<file path="config.mk">
export PLATFORM = sky130hd
export DESIGN_NAME = pbc_front
export DESIGN_NICKNAME = d
export VERILOG_FILES = /design/src/design/pbc_pkg.sv /design/src/design/pbc_front.sv
export SDC_FILE = /design/constraint.sdc
export NUM_CORES = 1
export LEC_CHECK = 0
export BUFFER_PORTS_ARGS = -buffer_cell sky130_fd_sc_hd__buf_2
export CORE_UTILIZATION = 50
export CTS_CLUSTER_DIAMETER = 40
export DETAILED_ROUTE_END_ITERATION = 10
export GPL_TIMING_DRIVEN = 0
export PLACE_DENSITY = 0.85
export SETUP_SLACK_MARGIN = 0.5
export SYNTH_ARGS = -nofsm -noshare
export SYNTH_HDL_FRONTEND = slang
export SYNTH_SLANG_ARGS = --single-unit
</file>
<file path="constraint.sdc">
create_clock -name clk -period 5.3 [get_ports clk]
set_input_delay 0.53 -clock clk [delete_from_list [all_inputs] [get_ports clk]]
set_output_delay 0.53 -clock clk [all_outputs]
set_load 0.05 [all_outputs]
</file>
<file path="src/design/pbc_pkg.sv">
`timescale 1ns / 1ps
// ----------------------------------------------------------------------------
// pbc_pkg: shared types and constants for the pileup base counter
// Table geometry, command and row formats, register map and IUPAC lookup.
// ----------------------------------------------------------------------------
package pbc_pkg;

  localparam int REGION_LEN    = 4096;
  localparam int COUNT_BITS    = 16;
  localparam int IDX_BITS      = $clog2(REGION_LEN);
  localparam int POS_BITS      = 31;
  localparam int END_BITS      = POS_BITS + 1;
  localparam int QUAL_BITS     = 8;
  localparam int COVQ_BITS     = 16;
  localparam int RATIO_BITS    = 17;
  localparam int RATIO_FRAC    = 16;
  localparam int COV_BITS      = COUNT_BITS + 3;
  localparam int DEPTH_BITS    = COUNT_BITS + 2;
  localparam int THR_BITS      = DEPTH_BITS + RATIO_BITS;
  localparam int FIFO_DEPTH    = 4;
  localparam int FIFO_PTR_BITS = $clog2(FIFO_DEPTH);

  localparam int CFG_ADDR_BITS = 3;
  localparam int CFG_DATA_BITS = 32;
  localparam int IN_USER_BITS  = 2;
  localparam int IN_DATA_BITS  = 72;
  localparam int OUT_DATA_BITS = 112;

  localparam logic [QUAL_BITS-1:0] QUAL_MAX_STD = 8'd254;
  localparam logic [QUAL_BITS-1:0] QUAL_MAX_ALL = 8'd255;

  typedef enum logic [1:0] {
    OP_START   = 2'd0,
    OP_STEP    = 2'd1,
    OP_READOUT = 2'd2
  } opcode_t;

  localparam logic [3:0] CIG_M  = 4'd0;
  localparam logic [3:0] CIG_D  = 4'd2;
  localparam logic [3:0] CIG_N  = 4'd3;
  localparam logic [3:0] CIG_EQ = 4'd7;
  localparam logic [3:0] CIG_X  = 4'd8;

  localparam logic [3:0] BASE_A = 4'd1;
  localparam logic [3:0] BASE_C = 4'd2;
  localparam logic [3:0] BASE_G = 4'd4;
  localparam logic [3:0] BASE_T = 4'd8;
  localparam logic [3:0] BASE_N = 4'd15;

  typedef enum logic [CFG_ADDR_BITS-1:0] {
    REG_REGION_START = 3'd0,
    REG_REGION_END   = 3'd1,
    REG_MIN_MAPQ     = 3'd2,
    REG_MIN_BASEQ    = 3'd3,
    REG_INCL_MISSING = 3'd4,
    REG_MIN_COV      = 3'd5,
    REG_MAX_COV      = 3'd6,
    REG_RATIO        = 3'd7
  } cfg_reg_t;

  typedef enum logic [2:0] {
    SEL_A, SEL_C, SEL_G, SEL_T, SEL_N, SEL_DEL
  } cnt_sel_t;

  typedef enum logic {
    CMD_BUMP, CMD_READOUT
  } cmd_kind_t;

  typedef struct packed {
    cmd_kind_t            kind;
    cnt_sel_t             sel;
    logic                 in_range;
    logic [IDX_BITS-1:0]  idx;
  } cmd_t;

  typedef logic [COUNT_BITS-1:0] cnt_t;

  localparam cnt_t CNT_MAX = '1;

  typedef struct packed {
    cnt_t del;
    cnt_t n;
    cnt_t t;
    cnt_t g;
    cnt_t c;
    cnt_t a;
  } row_t;

  typedef struct packed {
    logic [POS_BITS-1:0]   region_start;
    logic [POS_BITS-1:0]   region_end;
    logic [END_BITS-1:0]   eff_end;
    logic [QUAL_BITS-1:0]  min_mapq;
    logic [QUAL_BITS-1:0]  min_baseq;
    logic [1:0]            incl_missing;
    logic [COVQ_BITS-1:0]  min_cov;
    logic [COVQ_BITS-1:0]  max_cov;
    logic [RATIO_BITS-1:0] ratio;
  } cfg_t;

  localparam logic [6:0] CH_A = 7'h41;
  localparam logic [6:0] CH_B = 7'h42;
  localparam logic [6:0] CH_C = 7'h43;
  localparam logic [6:0] CH_D = 7'h44;
  localparam logic [6:0] CH_G = 7'h47;
  localparam logic [6:0] CH_H = 7'h48;
  localparam logic [6:0] CH_K = 7'h4B;
  localparam logic [6:0] CH_M = 7'h4D;
  localparam logic [6:0] CH_N = 7'h4E;
  localparam logic [6:0] CH_R = 7'h52;
  localparam logic [6:0] CH_S = 7'h53;
  localparam logic [6:0] CH_T = 7'h54;
  localparam logic [6:0] CH_V = 7'h56;
  localparam logic [6:0] CH_W = 7'h57;
  localparam logic [6:0] CH_Y = 7'h59;

  function automatic logic [6:0] iupac_char(input logic [3:0] mask);
    logic [6:0] ch;
    unique case (mask)
      4'h0: ch = CH_N;
      4'h1: ch = CH_A;
      4'h2: ch = CH_C;
      4'h3: ch = CH_M;
      4'h4: ch = CH_G;
      4'h5: ch = CH_R;
      4'h6: ch = CH_S;
      4'h7: ch = CH_V;
      4'h8: ch = CH_T;
      4'h9: ch = CH_W;
      4'hA: ch = CH_Y;
      4'hB: ch = CH_H;
      4'hC: ch = CH_K;
      4'hD: ch = CH_D;
      4'hE: ch = CH_B;
      4'hF: ch = CH_N;
    endcase
    return ch;
  endfunction

  function automatic cnt_t sat_inc(input cnt_t v);
    return (v == CNT_MAX) ? v : v + cnt_t'(1);
  endfunction

  // last counted position: region_end clipped to the table size
  function automatic logic [END_BITS-1:0] calc_eff_end(input logic [POS_BITS-1:0] start,
                                                       input logic [POS_BITS-1:0] last);
    logic [END_BITS-1:0] lim;
    lim = END_BITS'(start) + END_BITS'(REGION_LEN - 1);
    return (END_BITS'(last) < lim) ? END_BITS'(last) : lim;
  endfunction

endpackage

</file>
<file path="src/design/pbc_front.sv">
`timescale 1ns / 1ps
// ----------------------------------------------------------------------------
// pbc_front: item decode and read walker
// Tracks the current read's position and acceptance, turns each item into
// at most one table command for the back end.
// ----------------------------------------------------------------------------
module pbc_front (
  input  logic                             clk,
  input  logic                             rst_n,
  input  logic                             in_tvalid,
  output logic                             in_tready,
  input  logic [pbc_pkg::IN_USER_BITS-1:0] in_tuser,
  input  logic [pbc_pkg::IN_DATA_BITS-1:0] in_tdata,
  input  pbc_pkg::cfg_t                    cfg,
  input  logic                             q_full,
  input  logic                             clr_busy,
  output logic                             q_push,
  output pbc_pkg::cmd_t                    q_cmd
);
  import pbc_pkg::*;

  logic [POS_BITS-1:0]  next_pos_r, next_pos_nxt;
  logic                 acc_r, acc_nxt;

  opcode_t              op;
  logic [POS_BITS-1:0]  rd_pos;
  logic [QUAL_BITS-1:0] mapq;
  logic [3:0]           cig;
  logic [3:0]           base;
  logic [QUAL_BITS-1:0] baseq;
  logic [11:0]          ro_idx;

  logic accept, is_match, is_del, pos_past, at_end, in_region, mq_ok, bq_ok;

  // tdata: read_position, map_quality, cigar_op, base_code, base_quality,
  // readout_index from bit 0 up
  assign op     = opcode_t'(in_tuser);
  assign rd_pos = in_tdata[30:0];
  assign mapq   = in_tdata[38:31];
  assign cig    = in_tdata[42:39];
  assign base   = in_tdata[46:43];
  assign baseq  = in_tdata[54:47];
  assign ro_idx = in_tdata[66:55];

  assign in_tready = !q_full && !clr_busy;
  assign accept    = in_tvalid && in_tready;

  assign is_match  = (cig == CIG_M) || (cig == CIG_EQ) || (cig == CIG_X);
  assign is_del    = (cig == CIG_D) || (cig == CIG_N);
  assign pos_past  = END_BITS'(next_pos_r) >  cfg.eff_end;
  assign at_end    = END_BITS'(next_pos_r) >= cfg.eff_end;
  assign in_region = next_pos_r >= cfg.region_start;
  assign mq_ok     = (mapq >= cfg.min_mapq) &&
                     (mapq <= (cfg.incl_missing[0] ? QUAL_MAX_ALL : QUAL_MAX_STD));
  assign bq_ok     = (baseq >= cfg.min_baseq) &&
                     (baseq <= (cfg.incl_missing[1] ? QUAL_MAX_ALL : QUAL_MAX_STD));

  always_comb begin
    next_pos_nxt   = next_pos_r;
    acc_nxt        = acc_r;
    q_push         = 1'b0;
    q_cmd.kind     = CMD_BUMP;
    q_cmd.sel      = SEL_DEL;
    q_cmd.in_range = 1'b1;
    q_cmd.idx      = IDX_BITS'(next_pos_r - cfg.region_start);
    if (accept) begin
      unique case (op)
        OP_START: begin
          next_pos_nxt = rd_pos;
          acc_nxt      = mq_ok;
        end
        OP_STEP: begin
          if (acc_r && (is_match || is_del)) begin
            if (pos_past) begin
              acc_nxt = 1'b0;
            end else begin
              if (in_region) begin
                if (is_del) begin
                  q_push = 1'b1;
                end else if (bq_ok) begin
                  unique case (base)
                    BASE_A: begin q_push = 1'b1; q_cmd.sel = SEL_A; end
                    BASE_C: begin q_push = 1'b1; q_cmd.sel = SEL_C; end
                    BASE_G: begin q_push = 1'b1; q_cmd.sel = SEL_G; end
                    BASE_T: begin q_push = 1'b1; q_cmd.sel = SEL_T; end
                    BASE_N: begin q_push = 1'b1; q_cmd.sel = SEL_N; end
                    default: ;  // other ambiguity codes only advance
                  endcase
                end
              end
              if (at_end) begin
                acc_nxt = 1'b0;
              end else begin
                next_pos_nxt = next_pos_r + POS_BITS'(1);
              end
            end
          end
        end
        OP_READOUT: begin
          q_push         = 1'b1;
          q_cmd.kind     = CMD_READOUT;
          q_cmd.idx      = IDX_BITS'(ro_idx);
          q_cmd.in_range = 32'(ro_idx) < 32'(REGION_LEN);
        end
        default: ;
      endcase
    end
  end

  always_ff @(posedge clk) begin
    if (!rst_n) begin
      next_pos_r <= POS_BITS'(1);
      acc_r      <= 1'b0;
    end else begin
      next_pos_r <= next_pos_nxt;
      acc_r      <= acc_nxt;
    end
  end

endmodule

</file>
# After elaboration in Yosys (flattened, before gate mapping)

Cells that the tools add are included.

Flip-flop bits (word level): 32
Logic and storage cells: 71
Input bits: 240
Output and inout bits: 19

Reduce and logical (&&, ||, !) cells: 17
$lt $le $gt $ge: 7
Add/sub/neg operators: 2
Equal/unequal tests: 15
Muxes and demuxes: 28

Operator list:

| kind                    | number |
|---|---|
| $mux W31                | 3 |
| $pmux W31 S2            | 1 |
| $ge A31 B32 Y1          | 1 |
| $gt A31 B32 Y1          | 1 |
| $add A31 B1 Y31 const B | 1 |
| $ge A31 B31 Y1          | 1 |
| $mux W3                 | 6 |
| $mux W17                | 1 |
| $ge A8 B8 Y1            | 2 |
| $le A8 B8 Y1            | 2 |
| $pmux W3 S5             | 1 |
| $mux W1                 | 13 |
| $eq A4 B2 Y1 const B    | 3 |
| $eq A4 B4 Y1 const B    | 3 |
| $mux W12                | 1 |
| $sub A12 B12 Y12        | 1 |
| $eq A4 B3 Y1 const B    | 2 |
| $ne A2 B2 Y1 const B    | 3 |
| $logic_and A1 B1 Y1     | 5 |
| $reduce_and A5 Y1       | 1 |
| $reduce_or A5 Y1        | 1 |
| $eq A4 B1 Y1 const B    | 1 |
| $logic_not A4 Y1        | 1 |
| $logic_or A1 B1 Y1      | 4 |
| other kinds (8)         | 10 |

# Depth between registers and ports, before layout

Depth in word-level cells: 10
Depth in mapped cells: 11
Mapped depth without buffers: 10

# Worst setup path after synthesis

Ideal clock, no wire load.

Kind: in2out
Start: in cfg[137] in the netlist's numbering
End: out q_push
Stages on the path: 10
Path buffers: 1
Path slack: 1.452 ns
Arrival: 3.318 ns
Data required time: 4.770 ns
Cells stage by stage: inv_1 ha_1 clkbuf_1 nand4_1 nor3_1 o21a_1 a41oi_1 o311ai_0 o21ai_1 a221oi_1

Cells in the longest elaborated chain, start to end: 6

Ends and longest elaborated chain:

| item            | line            | RTL |
|---|---|---|
| start, declared | pbc_front.sv:14 | `input pbc_pkg::cfg_t cfg,` |
| $ge A31 B31 Y1  | pbc_front.sv:52 | `assign in_region = next_pos_r >= cfg.region_start;` |
| $mux W1         | pbc_front.sv:77 | `if (in_region) begin` |
| $mux W1         | pbc_front.sv:74 | `if (pos_past) begin` |
| $mux W1         | pbc_front.sv:73 | `if (acc_r && (is_match \|\| is_del)) begin` |
| $pmux W1 S2     | pbc_front.sv:67 | `unique case (op)` |
| $mux W1         | pbc_front.sv:66 | `if (accept) begin` |
| end, declared   | pbc_front.sv:17 | `output logic q_push,` |

Every way passes these cells.

==> metrics.yaml <==
outcome:
  status: "finished, final reports clean"
sta:
  fmax_mhz: 253
  fin_crit_sh: 0.747
  setup_violations: 0
  worst_pin_slew_ps: 964
  post-route-min-period_ps: 3960
  rsz0062_at_grt: "no"
  fin_worst_skew_ps: 9.58
  finalHoldViolations: 0
  fin_setup_tns_ps: 0
  drv_slew: 0
  max_slew_margin: 0.354
final_layout:
  area_growth_syn_to_layout_pct: 23.3
  diodes: 0
  utilization: 0.636
  final_cells: 972
  fillers: 881
  fin_nets: 1167
  layout_common_cells: "buf_2 (175), inv_1 (88), ha_1 (84), nand2_1 (59), a21oi_1 (47)"
  final_common_cell: "buf_2"
  layout-drive-gt1-share: 0.229
  fin_area_um2: 5880
place:
  hpwl_um: 12300
  place_area_um2: 5790
  port_buffers: 172
  globalplace.congestion: 0.955
  dp.cells: 964
die:
  initial_core_util: 0.516
  rows: 35
  die_h_um: 99.6
  dieArea_um2: 9920
  fp.dieW_um: 99.6
  coreArea_um2: 9240
  io_pins: 259
worst_hold_path:
  min_to: "next_pos_r[23]$_SDFFE_PN0P_"
  hold_depth: 3
  hold_path.class: "in -> reg"
  holdCritStartpoint: "in_tdata[23]"
pwr:
  power.density_nw_per_um2: 122
  p_leak_nw: 2.97
  vdd_drop_max_mv: 0.0917
synth:
  synth.top_cell.area_share: 0.221
  synth.distinct_cells: 72
  syn_nets: 988
  yosys.area.top_type: "ha_1"
  synth_top_flop_cell: "dfxtp_1"
  synthArstFlopShare: 0
  synth.avg_cell_area_um2: 7.19
  syn_inst: 663
  ys_top_cells_by_area: "ha_1 (22%), dfxtp_1 (13%), inv_1 (6.9%), a21oi_1 (4.9%), nand2_1 (4.6%)"
  ys_ff_latch: 32
  synth_seq_area_share: 0.134
  netlist_area_um2: 4760
  yosysWarnings: 0
  synth-edff-count: 0
clocking:
  clk_pin_slew_ps: 70
  cts_sinks: 32
  clock_path_buffers: 2
  cts.repair.resized: 0
  hold_buffers: 0
  clk_latency_ps: 290
  cts_buffers: 5
  root_buffer: "clkbuf_8"
  htreeDepth: 2
  tritoncts: "yes"
  postCtsSetupBuffers: 0
worst_setup_path:
  crit_type: "reg -> out"
  rrSetupSlack_ps: 1760
  rr_startpoint: "next_pos_r[11]$_SDFFE_PN0P_"
  crit_fanout: 10
  path_cells: "ha_1 > a211oi_1 > nor2_1 > o31ai_1 > nand2_1 > o22ai_1 > nor4b_1 > and4_1 > buf_2"
  startpoint_type: "flop"
  slowest_stage: "nor4b_1"
  ff2ff_path_depth: 9
  endpoint_kind: "output port"
  crit_required_ps: 4770
  arrival_ps: 3430
  reg2reg_to: "next_pos_r[4]$_SDFFE_PN0P_"
  cp_slowest_stage_delay_ps: 540
detailed_routing:
  vias: 5657
  wl_per_cell_um: 15.4
  routed_wirelength_um: 15000
  drt_pre_antenna_iters: 5
  drtAntennaViolNets: 0
  initialDrtViolationCount: 492
  avgViaCountPerCell: 5.82
  drc: 0
global_route:
  grt_pass1_vias: 5088
  grt_max_degree: 11
  grt-ovfl-total: 0
  antenna_found_initial: 0
  grt_pass1_wl_um: 23600
  grt_usage: 0.296
job:
  drv_cap: 0
==> report_power, final <==
group | internal (mW) | leakage, nW | switching, mW
clock network | 0.106 | 0.0455 | 0.0968
logic | 0.111 | 2.67 | 0.157
registers | 0.243 | 0.258 | 0.00488
total | 0.460 | 2.97 | 0.258
==> worst max-delay path: cells and delay by family (launching register included) <==
family / cells / cell delay (ps)
and+or+nand+nor: 4 / 1260
AOI/OAI and AO/OA: 3 / 880
buffers and inverters: 1 / 270
adders and majority gates: 1 / 290
DFF: 1 / 450
==> Yosys cell counts, drive strengths merged, types with 9 or more instances <==
library cell and n:
nand2 59, nand4 20, nor2 37, dfxtp 32
o31ai 13, clkbuf 14, a211oi 13, nor3 16
a21o 11, a32o 10, and3 9, o21ai 34
nand3 34, ha 84, inv 89, a21oi 47
==> cell type report <==
cell class / count / area, um^2 / share of cell area
Buffer: 22 / 90.1 / 0.0153
Sequential cell: 32 / 641 / 0.109
Tap cell: 129 / 161 / 0.0275
Timing Repair Buffer: 172 / 861 / 0.146
Inverter: 90 / 338 / 0.0575
Multi-Input combinational cell: 519 / 3700 / 0.629
Clock buffer: 8 / 90.1 / 0.0153
==> registers in the layout, summed over array words and instances, names as in the netlist <==
register / count
acc_r: 1
next_pos_r: 31
==> cells by family (layout without fill, tap and decap cells) <==
group | after synthesis | count (layout) | synth area share
compound gates | 185 | 185 | 0.259
simple gates | 237 | 237 | 0.269
xor+xnor | 7 | 7 | 0.0129
fa+ha+maj | 85 | 85 | 0.225
mux | 4 | 4 | 0.00840
buf+inv | 112 | 292 | 0.0898
flops | 32 | 32 | 0.134
other cells | 1 | 1 | 0.000787
==> metal layers <==
metal	vias up	GRT usage	share of wire
met2	307	0.511	0.45
met3	20	0.0379	0.091
li1	2813	-	-
met1	2517	0.393	0.44
met4	0	0.0633	0.013
met5	-	0	0
==> worst max path at each step <==
stage	endpoint	cells after the start	startpoint
6_report	q_cmd[14]	9	next_pos_r[24]$_SDFFE_PN0P_
5_1_grt	q_push	10	next_pos_r[7]$_SDFFE_PN0P_
4_1_cts	q_cmd[14]	9	next_pos_r[24]$_SDFFE_PN0P_
3_5_place_dp	q_cmd[14]	11	cfg[91]
3_3_place_gp	q_cmd[14]	11	cfg[91]
2_1_floorplan	q_push	10	cfg[137]
==> stage by stage <==
stage          hold WS, ps  total power [mW]  worst slack [ps]
2_1_floorplan          456             0.411              1450
3_3_place_gp           531             0.513              1500
3_5_place_dp           536             0.518              1480
4_1_cts                513             0.713              1390
5_1_grt                522             0.759              1040
6_report               514             0.718              1340
(Power assumes the default switching activity.)
