<file path="src/design/pbc_pkg.sv">
`timescale 1ns / 1ps
// ----------------------------------------------------------------------------
// pbc_pkg: shared types and constants for the pileup base counter
// Table geometry, command and row formats, register map and IUPAC lookup.
// ----------------------------------------------------------------------------
package pbc_pkg;

  localparam int REGION_LEN    = 4096;
  localparam int COUNT_BITS    = 16;
  localparam int IDX_BITS      = $clog2(REGION_LEN);
  localparam int POS_BITS      = 31;
  localparam int END_BITS      = POS_BITS + 1;
  localparam int QUAL_BITS     = 8;
  localparam int COVQ_BITS     = 16;
  localparam int RATIO_BITS    = 17;
  localparam int RATIO_FRAC    = 16;
  localparam int COV_BITS      = COUNT_BITS + 3;
  localparam int DEPTH_BITS    = COUNT_BITS + 2;
  localparam int THR_BITS      = DEPTH_BITS + RATIO_BITS;
  localparam int FIFO_DEPTH    = 4;
  localparam int FIFO_PTR_BITS = $clog2(FIFO_DEPTH);

  localparam int CFG_ADDR_BITS = 3;
  localparam int CFG_DATA_BITS = 32;
  localparam int IN_USER_BITS  = 2;
  localparam int IN_DATA_BITS  = 72;
  localparam int OUT_DATA_BITS = 112;

  localparam logic [QUAL_BITS-1:0] QUAL_MAX_STD = 8'd254;
  localparam logic [QUAL_BITS-1:0] QUAL_MAX_ALL = 8'd255;

  typedef enum logic [1:0] {
    OP_START   = 2'd0,
    OP_STEP    = 2'd1,
    OP_READOUT = 2'd2
  } opcode_t;

  localparam logic [3:0] CIG_M  = 4'd0;
  localparam logic [3:0] CIG_D  = 4'd2;
  localparam logic [3:0] CIG_N  = 4'd3;
  localparam logic [3:0] CIG_EQ = 4'd7;
  localparam logic [3:0] CIG_X  = 4'd8;

  localparam logic [3:0] BASE_A = 4'd1;
  localparam logic [3:0] BASE_C = 4'd2;
  localparam logic [3:0] BASE_G = 4'd4;
  localparam logic [3:0] BASE_T = 4'd8;
  localparam logic [3:0] BASE_N = 4'd15;

  typedef enum logic [CFG_ADDR_BITS-1:0] {
    REG_REGION_START = 3'd0,
    REG_REGION_END   = 3'd1,
    REG_MIN_MAPQ     = 3'd2,
    REG_MIN_BASEQ    = 3'd3,
    REG_INCL_MISSING = 3'd4,
    REG_MIN_COV      = 3'd5,
    REG_MAX_COV      = 3'd6,
    REG_RATIO        = 3'd7
  } cfg_reg_t;

  typedef enum logic [2:0] {
    SEL_A, SEL_C, SEL_G, SEL_T, SEL_N, SEL_DEL
  } cnt_sel_t;

  typedef enum logic {
    CMD_BUMP, CMD_READOUT
  } cmd_kind_t;

  typedef struct packed {
    cmd_kind_t            kind;
    cnt_sel_t             sel;
    logic                 in_range;
    logic [IDX_BITS-1:0]  idx;
  } cmd_t;

  typedef logic [COUNT_BITS-1:0] cnt_t;

  localparam cnt_t CNT_MAX = '1;

  typedef struct packed {
    cnt_t del;
    cnt_t n;
    cnt_t t;
    cnt_t g;
    cnt_t c;
    cnt_t a;
  } row_t;

  typedef struct packed {
    logic [POS_BITS-1:0]   region_start;
    logic [POS_BITS-1:0]   region_end;
    logic [END_BITS-1:0]   eff_end;
    logic [QUAL_BITS-1:0]  min_mapq;
    logic [QUAL_BITS-1:0]  min_baseq;
    logic [1:0]            incl_missing;
    logic [COVQ_BITS-1:0]  min_cov;
    logic [COVQ_BITS-1:0]  max_cov;
    logic [RATIO_BITS-1:0] ratio;
  } cfg_t;

  localparam logic [6:0] CH_A = 7'h41;
  localparam logic [6:0] CH_B = 7'h42;
  localparam logic [6:0] CH_C = 7'h43;
  localparam logic [6:0] CH_D = 7'h44;
  localparam logic [6:0] CH_G = 7'h47;
  localparam logic [6:0] CH_H = 7'h48;
  localparam logic [6:0] CH_K = 7'h4B;
  localparam logic [6:0] CH_M = 7'h4D;
  localparam logic [6:0] CH_N = 7'h4E;
  localparam logic [6:0] CH_R = 7'h52;
  localparam logic [6:0] CH_S = 7'h53;
  localparam logic [6:0] CH_T = 7'h54;
  localparam logic [6:0] CH_V = 7'h56;
  localparam logic [6:0] CH_W = 7'h57;
  localparam logic [6:0] CH_Y = 7'h59;

  function automatic logic [6:0] iupac_char(input logic [3:0] mask);
    logic [6:0] ch;
    unique case (mask)
      4'h0: ch = CH_N;
      4'h1: ch = CH_A;
      4'h2: ch = CH_C;
      4'h3: ch = CH_M;
      4'h4: ch = CH_G;
      4'h5: ch = CH_R;
      4'h6: ch = CH_S;
      4'h7: ch = CH_V;
      4'h8: ch = CH_T;
      4'h9: ch = CH_W;
      4'hA: ch = CH_Y;
      4'hB: ch = CH_H;
      4'hC: ch = CH_K;
      4'hD: ch = CH_D;
      4'hE: ch = CH_B;
      4'hF: ch = CH_N;
    endcase
    return ch;
  endfunction

  function automatic cnt_t sat_inc(input cnt_t v);
    return (v == CNT_MAX) ? v : v + cnt_t'(1);
  endfunction

  // last counted position: region_end clipped to the table size
  function automatic logic [END_BITS-1:0] calc_eff_end(input logic [POS_BITS-1:0] start,
                                                       input logic [POS_BITS-1:0] last);
    logic [END_BITS-1:0] lim;
    lim = END_BITS'(start) + END_BITS'(REGION_LEN - 1);
    return (END_BITS'(last) < lim) ? END_BITS'(last) : lim;
  endfunction

endpackage

</file>
<file path="src/design/pbc_cfg.sv">
`timescale 1ns / 1ps
// ----------------------------------------------------------------------------
// pbc_cfg: configuration register file
// Holds the eight settings and the clipped end of the counted region.
// ----------------------------------------------------------------------------
module pbc_cfg (
  input  logic                             clk,
  input  logic                             rst_n,
  input  logic                             cfg_valid,
  output logic                             cfg_ready,
  input  logic [pbc_pkg::CFG_ADDR_BITS-1:0] cfg_addr,
  input  logic [pbc_pkg::CFG_DATA_BITS-1:0] cfg_data,
  output pbc_pkg::cfg_t                    cfg
);
  import pbc_pkg::*;

  cfg_t cfg_r;
  cfg_t cfg_nxt;

  assign cfg_ready = 1'b1;
  assign cfg       = cfg_r;

  always_comb begin
    cfg_nxt = cfg_r;
    if (cfg_valid && cfg_ready) begin
      unique case (cfg_reg_t'(cfg_addr))
        REG_REGION_START: cfg_nxt.region_start = cfg_data[POS_BITS-1:0];
        REG_REGION_END:   cfg_nxt.region_end   = cfg_data[POS_BITS-1:0];
        REG_MIN_MAPQ:     cfg_nxt.min_mapq     = cfg_data[QUAL_BITS-1:0];
        REG_MIN_BASEQ:    cfg_nxt.min_baseq    = cfg_data[QUAL_BITS-1:0];
        REG_INCL_MISSING: cfg_nxt.incl_missing = cfg_data[1:0];
        REG_MIN_COV:      cfg_nxt.min_cov      = cfg_data[COVQ_BITS-1:0];
        REG_MAX_COV:      cfg_nxt.max_cov      = cfg_data[COVQ_BITS-1:0];
        REG_RATIO:        cfg_nxt.ratio        = cfg_data[RATIO_BITS-1:0];
      endcase
    end
    cfg_nxt.eff_end = calc_eff_end(cfg_nxt.region_start, cfg_nxt.region_end);
  end

  always_ff @(posedge clk) begin
    if (!rst_n) begin
      cfg_r.region_start <= POS_BITS'(1);
      cfg_r.region_end   <= POS_BITS'(4096);
      cfg_r.eff_end      <= calc_eff_end(POS_BITS'(1), POS_BITS'(4096));
      cfg_r.min_mapq     <= '0;
      cfg_r.min_baseq    <= '0;
      cfg_r.incl_missing <= '0;
      cfg_r.min_cov      <= '0;
      cfg_r.max_cov      <= COVQ_BITS'(9999);
      cfg_r.ratio        <= RATIO_BITS'(16384);
    end else begin
      cfg_r <= cfg_nxt;
    end
  end

endmodule

</file>
<file path="config.mk">
export PLATFORM = sky130hd
export DESIGN_NAME = pbc_cfg
export DESIGN_NICKNAME = d
export VERILOG_FILES = /design/src/design/pbc_pkg.sv /design/src/design/pbc_cfg.sv
export SDC_FILE = /design/constraint.sdc
export NUM_CORES = 1
export LEC_CHECK = 0
export BUFFER_PORTS_ARGS = -buffer_cell sky130_fd_sc_hd__buf_2
export CAP_MARGIN = 20
export CORE_ASPECT_RATIO = 1.4
export CORE_MARGIN = 2
export CORE_UTILIZATION = 45
export CTS_CLUSTER_DIAMETER = 200
export CTS_CLUSTER_SIZE = 25
export DETAILED_ROUTE_END_ITERATION = 10
export PLACE_DENSITY_LB_ADDON = 0.08
export SYNTH_ARGS = -nofsm -noshare
export SYNTH_HDL_FRONTEND = slang
export SYNTH_SLANG_ARGS = --single-unit
</file>
<file path="constraint.sdc">
create_clock -name clk -period 13 [get_ports clk]
set_clock_uncertainty 0.2 [all_clocks]
set_input_delay 0.65 -clock clk [delete_from_list [all_inputs] [get_ports clk]]
set_output_delay 0.65 -clock clk [all_outputs]
set_load 0.01 [all_outputs]
</file>
After elaboration in Yosys (flattened, before gate mapping)

Cells that the tools add are included.

Multiplexer cells: 4
Bitwise gates (word level): 1
Equality and inequality tests: 7
Magnitude comparators: 1
Reduce and logical (&&, ||, !) cells: 8
$add $sub $neg: 1

Operator list:

| operator                                                         | number |
|---|---|
| 31-bit 2-to-1 mux                                                | 3 |
| 62-bit 2-to-1 mux                                                | 1 |
| 31-bit by 12-bit adder with 32-bit output, second input constant | 1 |
| 31-bit by 32-bit < comparator with 1-bit output                  | 1 |
| 3-bit == test, second input constant                             | 4 |
| 2-bit AND reduction                                              | 6 |
| 3-bit by 2-bit == test with 1-bit output, second input constant  | 2 |
| 3-bit by 1-bit == test with 1-bit output, second input constant  | 1 |
| 3-bit zero test                                                  | 1 |
| 2-bit OR reduction                                               | 1 |
| 1-bit inverter                                                   | 1 |

Output and inout bits: 162
Word-level logic and storage cells: 32
Register bits: 161
Input bits: 38

Logic depth before layout (Yosys ltp)

Gate-level depths: netlist of the first run.

Depth after elaboration: 6
Gate-level depth with buffers: 24
Gate-level depth less buffers: 17

Least setup slack after synthesis of the first run

Ideal clock, no wire load.

Kind: input -> register
Start point: input cfg_addr[2] (netlist bit)
End point: register cfg_r (netlist bit cfg[76])
Arrival time: 5,367 ps
Path buffers: 8
Setup slack: 7,312 ps
Stages on the path: 24
Data required time: 12,679 ps
Library setup time: 121 ps
Cell sequence: buf_6 > or4b_1 > buf_4 > buf_1 > clkbuf_1 > clkbuf_1 > mux2i_1 > ha_1 > inv_1 > a21oi_1 > buf_2 > nor3_1 > xor2_1 > mux2i_1 > ha_1 > nand4_1 > nor4_1 > nand2_1 > a311o_1 > nand3_1 > and2_1 > buf_6 > buf_6 > mux2_4

Longest elaborated chain between the ends: 6
Elaborated cells between the ends (all ways): 8
Those cells by class: add/sub (1); order compare (1); eq/ne (1); mux (4); reduce/logical (1)

RTL lines:

| element                                         | line           | RTL |
|---|---|---|
| start, declared                                 | pbc_cfg.sv:11  | `input logic [pbc_pkg::CFG_ADDR_BITS-1:0] cfg_addr,` |
| 3-bit zero test                                 | pbc_cfg.sv:26  | `unique case (cfg_reg_t'(cfg_addr))` |
| 31-bit 2-to-1 mux                               | pbc_cfg.sv:26  |  |
| 62-bit 2-to-1 mux (*)                           | pbc_cfg.sv:25  | `if (cfg_valid && cfg_ready) begin` |
| 31-bit by 12-bit adder with 32-bit output       | pbc_pkg.sv:148 | `lim = END_BITS'(start) + END_BITS'(REGION_LEN - 1);` |
| 31-bit by 32-bit < comparator with 1-bit output | pbc_pkg.sv:149 | `return (END_BITS'(last) < lim) ? END_BITS'(last) : lim;` |
| 31-bit 2-to-1 mux (*)                           | pbc_pkg.sv:149 |  |
| end signal, assigned                            | pbc_cfg.sv:52  | `cfg_r <= cfg_nxt;` |
| end, declared                                   | pbc_cfg.sv:17  | `cfg_t cfg_r;` |

Mark *: on every way between the ends. The rest lies on a longest branch, timed or not.
A chain may end at the register's enable or synchronous reset.

Final worst setup path of the first run

Start point: input cfg_addr[2] (netlist bit)
End point: register cfg_r (netlist bit cfg[77])

Same word-level chain as after synthesis.

==> results of run 1 <==
[metal layers]
| metal | part of all wire [%] | vias up | routed length (um) |
|---|---|---|---|
| met5 | 0 | - | 0 |
| met1 | 41 | 3305 | 9330 |
| met4 | 2.5 | 0 | 573 |
| met3 | 4.8 | 35 | 1090 |
| li1 | - | 3491 | - |
| met2 | 52 | 190 | 11900 |
[cells in the mapped netlist, drive strengths merged, types with 3 or more instances]
cell type	number
nand3	21
nor4b	5
clkbuf	47
inv	38
o31ai	5
and2	8
a31o	5
a41o	3
xnor2	15
nand2	195
a21oi	89
nor3	19
o2bb2ai	3
nand4	16
nand3b	4
nor4	11
mux2	18
xor2	23
nor2	78
buf	17
a211o	6
ha	31
o21ai	10
nand2b	7
dfxtp	161
a211oi	7
a21boi	7
a21o	3
mux2i	55
[metrics by stage]
step                setup slack [ns]  std cells  hold slack (ns)
floorplan                       7.31        932            0.281
global placement                5.91       1274            0.239
detailed placement              5.86       1274            0.244
CTS                             6.31       1306            0.253
global route                    5.87       1309            0.269
finish                          6.40       1309            0.250
[worst paths after layout]
kind                            cells past startpoint         from  slack, ns       to
worst max-delay path                               20  cfg_addr[2]       6.40  cfg[77]
worst min-delay path                                2      cfg[34]       0.25  cfg[34]
worst max register to register                     16     cfg[140]       6.89  cfg[77]
worst min register to register                      2      cfg[34]       0.25  cfg[34]
[worst max-delay path, delay by kind of cell]
kind | cells | cell delay, ns
buffers and inverters | 5 | 1.26
adder cells (fa/ha/maj) | 2 | 0.64
AND/OR/NAND/NOR | 7 | 2.91
AO/OA/AOI/OAI | 2 | 0.36
XOR/XNOR | 1 | 0.17
multiplexers | 3 | 0.66
[layout make-up]
cell class / instances / area [um2] / share of cell area [%]
multi-input combinational: 669 / 4090 / 43.4
antenna: 1 / 2.50 / 0.0266
tap: 203 / 254 / 2.70
clock buffer: 20 / 467 / 4.96
clock inverter: 12 / 194 / 2.06
sequential: 161 / 3220 / 34.2
timing repair buffer: 205 / 1050 / 11.1
inverter: 38 / 145 / 1.54
[where the power goes]
part / switching, mW / internal [mW] / total (mW) / leakage (nW)
logic: 0.106 / 0.0562 / 0.162 / 2.80
registers: 0.00774 / 0.509 / 0.517 / 1.30
clock network: 0.220 / 0.342 / 0.562 / 0.322
[cells by family (layout without fill, tap and decap cells)]
family	after synthesis	in the layout	share of synthesized area, %
other cells	2	3	0.0973
simple gates	376	376	21.5
mux	73	73	10.0
compound gates	149	149	11.8
xor+xnor	38	38	4.31
fa+ha+maj	31	31	5.02
buf+inv	102	275	5.48
flops	161	161	41.7
==> impl_metrics.tcl, run 1 <==
set metrics [dict create \
    first_pass_iters 5 \
    finalWorstPathRequiredPeriod_ns 6.60 \
    routedWlPerCell_um 17.5 \
    fmax_ghz 0.151 \
    portBuffers 197 \
    synth_seq_cells 161 \
    p_per_area_nw_per_um2 132 \
    viasPerCell 5.36 \
    synth_area_leaders "dfxtp_1, nand2_1, mux2i_1" \
    synthArstFlopShare_pct 0 \
    synth.distinct_cells 54 \
    drt_wl_total_um 22900 \
    largest_reg_flops 161 \
    seq_area_frac_synth_pct 41.7 \
    grt-ovfl-total 0 \
    fillers 1647 \
    area_growth_syn_to_layout_pct 22.0 \
    final_core_util_pct 56.0 \
    drc 0 \
    grtUsageMet3_pct 4.95 \
    hp-class "register to register" \
    tritoncts "yes" \
    gp_congestion 0.849 \
    cp_data_required_time_ns 13.12 \
    first_global_vias 6777 \
    cts_made_buffers 17 \
    worst_slew_pin_slew_ns 1.10 \
    postCtsHoldBufs 0 \
    slowest_delay_ns 0.74 \
    core_um2 16800 \
    synth_edf_count 0 \
    cp_max_fo 46 \
    synth_top_area_cell "dfxtp_1" \
    antenna_found_initial 1 \
    finalSetupViolCount 0 \
    grt_setup_unrepaired "no" \
    clk_pin_slew_ns 0.07 \
    hold_viol 0 \
    status "completed" \
    initial_utilization_pct 45.9 \
    vdd_drop_max_mv 0.0630 \
    crit_path_end_kind "register" \
    synthCells 932 \
    grtUsageTotal_pct 25.1 \
    path_cells "buf_2 > or4b_2 > buf_4 > mux2i_1 > ha_1 > inv_1 > a21oi_1 > buf_4 > nor4b_1 > xor2_1 > mux2i_1 > ha_1 > nand4_1 > nor4_1 > nand2_1 > a311o_1 > nand3_1 > and2_1 > buf_4 > mux2_4" \
    yosysWarnings 0 \
    rows 56 \
    crit_top_cell "buf_4" \
    synth_top_area_share_pct 41.7 \
    synth_ff_type "dfxtp_1" \
    clk_latency_ns 0.43 \
    clock-sinks 161 \
    leakagePower_nw 4.43 \
    post-cts-setup-buffers 0 \
    met1_usage_pct 29.5 \
    cts_htree_levels 4 \
    finalPower_mw 1.24 \
    fin_area_um2 9420 \
    io_pins 200 \
    die_h_um 159 \
    cts-root-buf "clkbuf_16" \
    grt_pass1_wl_um 35800 \
    die-area_um2 18200 \
    final_cell_mix "buf_2, nand2_1, dfxtp_1" \
    cap_violations 0 \
    drt_iter0_markers 410 \
    grt_use_met2_pct 44.3 \
    die_w_um 115 \
    slew_viol_final 0 \
    avgSynthCellArea_um2 8.28 \
    tns_ns 0 \
    final_common_cell "buf_2" \
    num_vias 7021 \
    crit_arrival_ns 6.73 \
    busiest_layer "met2" \
    netlist_area_um2 7720 \
    slowest_stage "nand3_1" \
    cts_resized 0 \
    cp-start-kind "input port" \
    path_class "input port to register" \
    place_area_um2 8740 \
    layout.nets 1161 \
    dpl.hpwl_um 15900 \
    period_share_pct 50.8 \
    grt_max_degree 77 \
    postRouteAntennaNets 0 \
    relSlewSlack_pct 26.4 \
    layout-drive-gt1-share_pct 24.3 \
    clockBufferDepth 2 \
    syn-num-nets 1001 \
]
No activity file was read; power rests on OpenSTA's default activity.
==> run 2: changes to the inputs <==
==> constraint.sdc (replaced) <==
create_clock -name clk -period 6.3 [get_ports clk]
set_clock_uncertainty 0.2 [all_clocks]
set_input_delay 0.315 -clock clk [delete_from_list [all_inputs] [get_ports clk]]
set_output_delay 0.315 -clock clk [all_outputs]
set_load 0.01 [all_outputs]
==> run 2 against run 1 <==
Combinational power up 120%. Utilization increased by 0.57 points. Setup slack lost 5.5 ns. Flip-flop and latch count unchanged. Clock power increased by 94%. Largest cell class unchanged.
==> impl_metrics.tcl, run 2 (synthesis gave the netlist of run 1 again) <==
set metrics [dict create \
    clk_pin_slew_ns 0.07 \
    tns_ns 0 \
    r2r-end "cfg[77]" \
    path_cells "dlygate4sd3_1 > buf_2 > nor4_1 > buf_4 > nand3b_1 > a22oi_1 > nor2_1 > nand2_1 > xor2_1 > inv_1 > ha_1 > nand3_1 > nor4_1 > nand2_1 > a311o_1 > nand3_1 > and2_1 > buf_12 > mux2_4" \
    reg2reg_slack_ns 1.13 \
    reg2regPathDepth 16 \
    antennaDiodeCount 0 \
    relSlewSlack_pct 31.5 \
    die_h_um 159 \
    cts_resized 0 \
    grt_use_met2_pct 44.7 \
    first_global_vias 6619 \
    postRouteAntennaNets 0 \
    layout-drive-gt1-share_pct 24.7 \
    fillers 1626 \
    grt_setup_unrepaired "no" \
    grtUsageTotal_pct 24.8 \
    grt_max_degree 56 \
    hold_path_end "cfg[126]" \
    clock-sinks 161 \
    postCtsHoldBufs 7 \
    io_pins 200 \
    leakagePower_nw 4.47 \
    crit_path_end_kind "register" \
    num_vias 7036 \
    hp-class "input port to register" \
    antenna_found_initial 0 \
    crit_family "simple AND/OR/NAND/NOR gates" \
    worstPathBufferInverterCount 5 \
    die-area_um2 18200 \
    p_per_area_nw_per_um2 263 \
    timing.rr.start "cfg[132]" \
    fmax_ghz 0.186 \
    drc 0 \
    grtUsageMet3_pct 4.57 \
    slew_viol_final 0 \
    clk_latency_ns 0.43 \
    cp_max_fo 19 \
    busiest_layer "met2" \
    whs_path_depth 3 \
    grt-ovfl-total 0 \
    portBuffers 197 \
    dpl.hpwl_um 16300 \
    drt_iter0_markers 433 \
    cts-root-buf "clkbuf_16" \
    grt_pass1_wl_um 35500 \
    cap_violations 0 \
    largest_reg_flops 161 \
    routedWlPerCell_um 17.3 \
    met1_usage_pct 29.5 \
    rows 56 \
    finalWorstPathRequiredPeriod_ns 5.38 \
    vdd_drop_max_mv 0.118 \
    period_share_pct 85.4 \
    hold_viol 0 \
    slowest_stage "a22oi_1" \
    initial_utilization_pct 45.9 \
    cts_made_buffers 17 \
    gp_congestion 0.913 \
    cts_htree_levels 4 \
    tritoncts "yes" \
    status "completed" \
    layout.nets 1176 \
    instances_no_fill 1323 \
    first_pass_iters 5 \
    worst_slew_pin_slew_ns 1.03 \
    crit_arrival_ns 5.50 \
    finalSetupViolCount 0 \
    cp_data_required_time_ns 6.42 \
    placed_cells 1282 \
    post-cts-setup-buffers 0 \
    drt_wl_total_um 22900 \
    clockBufferDepth 2 \
    path_class "input port to register" \
    slowest_delay_ns 0.83 \
    area_growth_syn_to_layout_pct 23.2 \
    core_um2 16800 \
    hold_start "cfg_data[27]" \
    viasPerCell 5.32 \
    final_common_cell "buf_2" \
    cp.depth 19 \
    die_w_um 115 \
    final_cell_mix "buf_2, nand2_1, dfxtp_1" \
    cp-start-kind "input port" \
]
run 2: changes by cell type in the layout (fill, tap and decap cells not counted):
cell | previous run | this run
bufinv_16 | 4 | 3
clkbuf_8 | 3 | 1
diode_2 | 1 | 0
buf_4 | 8 | 15
clkinv_2 | 0 | 1
clkinvlp_4 | 1 | 4
buf_12 | 0 | 1
clkinv_4 | 2 | 1
inv_6 | 3 | 5
dlygate4sd3_1 | 0 | 7
inv_8 | 2 | 0
run 2: worst max path at each step:
stage	to	start	slack [ns]
2_1_floorplan	cfg[76]	cfg_addr[2]	0.95
3_3_place_gp	cfg[76]	cfg_addr[2]	0.83
5_1_grt	cfg[77]	cfg_data[9]	0.54
6_report	cfg[77]	cfg_data[9]	0.92
3_5_place_dp	cfg[77]	cfg_addr[2]	0.79
4_1_cts	cfg[77]	cfg_data[9]	0.95
run 2: worst reg2reg max path: stages, from the launching register on:
cell and delay [ns]:
dfxtp_1 0.38, nor4_1 0.42, nand4b_1 0.19, a22oi_1 0.81, nor2_1 0.22, nand2_1 0.15
xor2_1 0.21, inv_1 0.07, ha_1 0.30, nand3_1 0.14, nor4_1 0.49, nand2_1 0.13
a311o_1 0.29, nand3_1 0.10, and2_1 0.38, buf_12 0.24, mux2_4 0.33
run 2: final cells by class:
cell class	instances	area (um2)	area share, %
multi-input cells	669	4090	42.9
repair buffers	220	1190	12.5
inverters	38	145	1.53
well taps	203	254	2.67
clock inverters	14	178	1.87
clock buffers	18	439	4.62
flip-flops and latches	161	3220	33.9
run 2: layer usage:
layer	routed length (um)	vias up
met4	412	0
met1	9610	3334
met3	1050	21
met5	0	-
met2	11800	178
li1	-	3503
run 2: where the power goes:
group / switching [mW] / total (mW) / internal, mW
Combinational: 0.223 / 0.351 / 0.129
Sequential: 0.0160 / 1.07 / 1.05
Clock: 0.446 / 1.09 / 0.640
run 2: metrics by stage:
step / power [mW] / setup slack, ns / area [um2] / hold WS (ns) / util [%]
6_report: 2.50 / 0.920 / 9510 / 0.00886 / 56.6
5_1_grt: 2.60 / 0.540 / 9510 / 0.0190 / 56.6
4_1_cts: 2.52 / 0.953 / 9500 / 0.00223 / 56.5
3_5_place_dp: 1.44 / 0.791 / 8810 / 0.243 / 52.4
3_3_place_gp: 1.44 / 0.830 / 8810 / 0.239 / 52.4
2_1_floorplan: 1.32 / 0.947 / 7720 / 0.239 / -
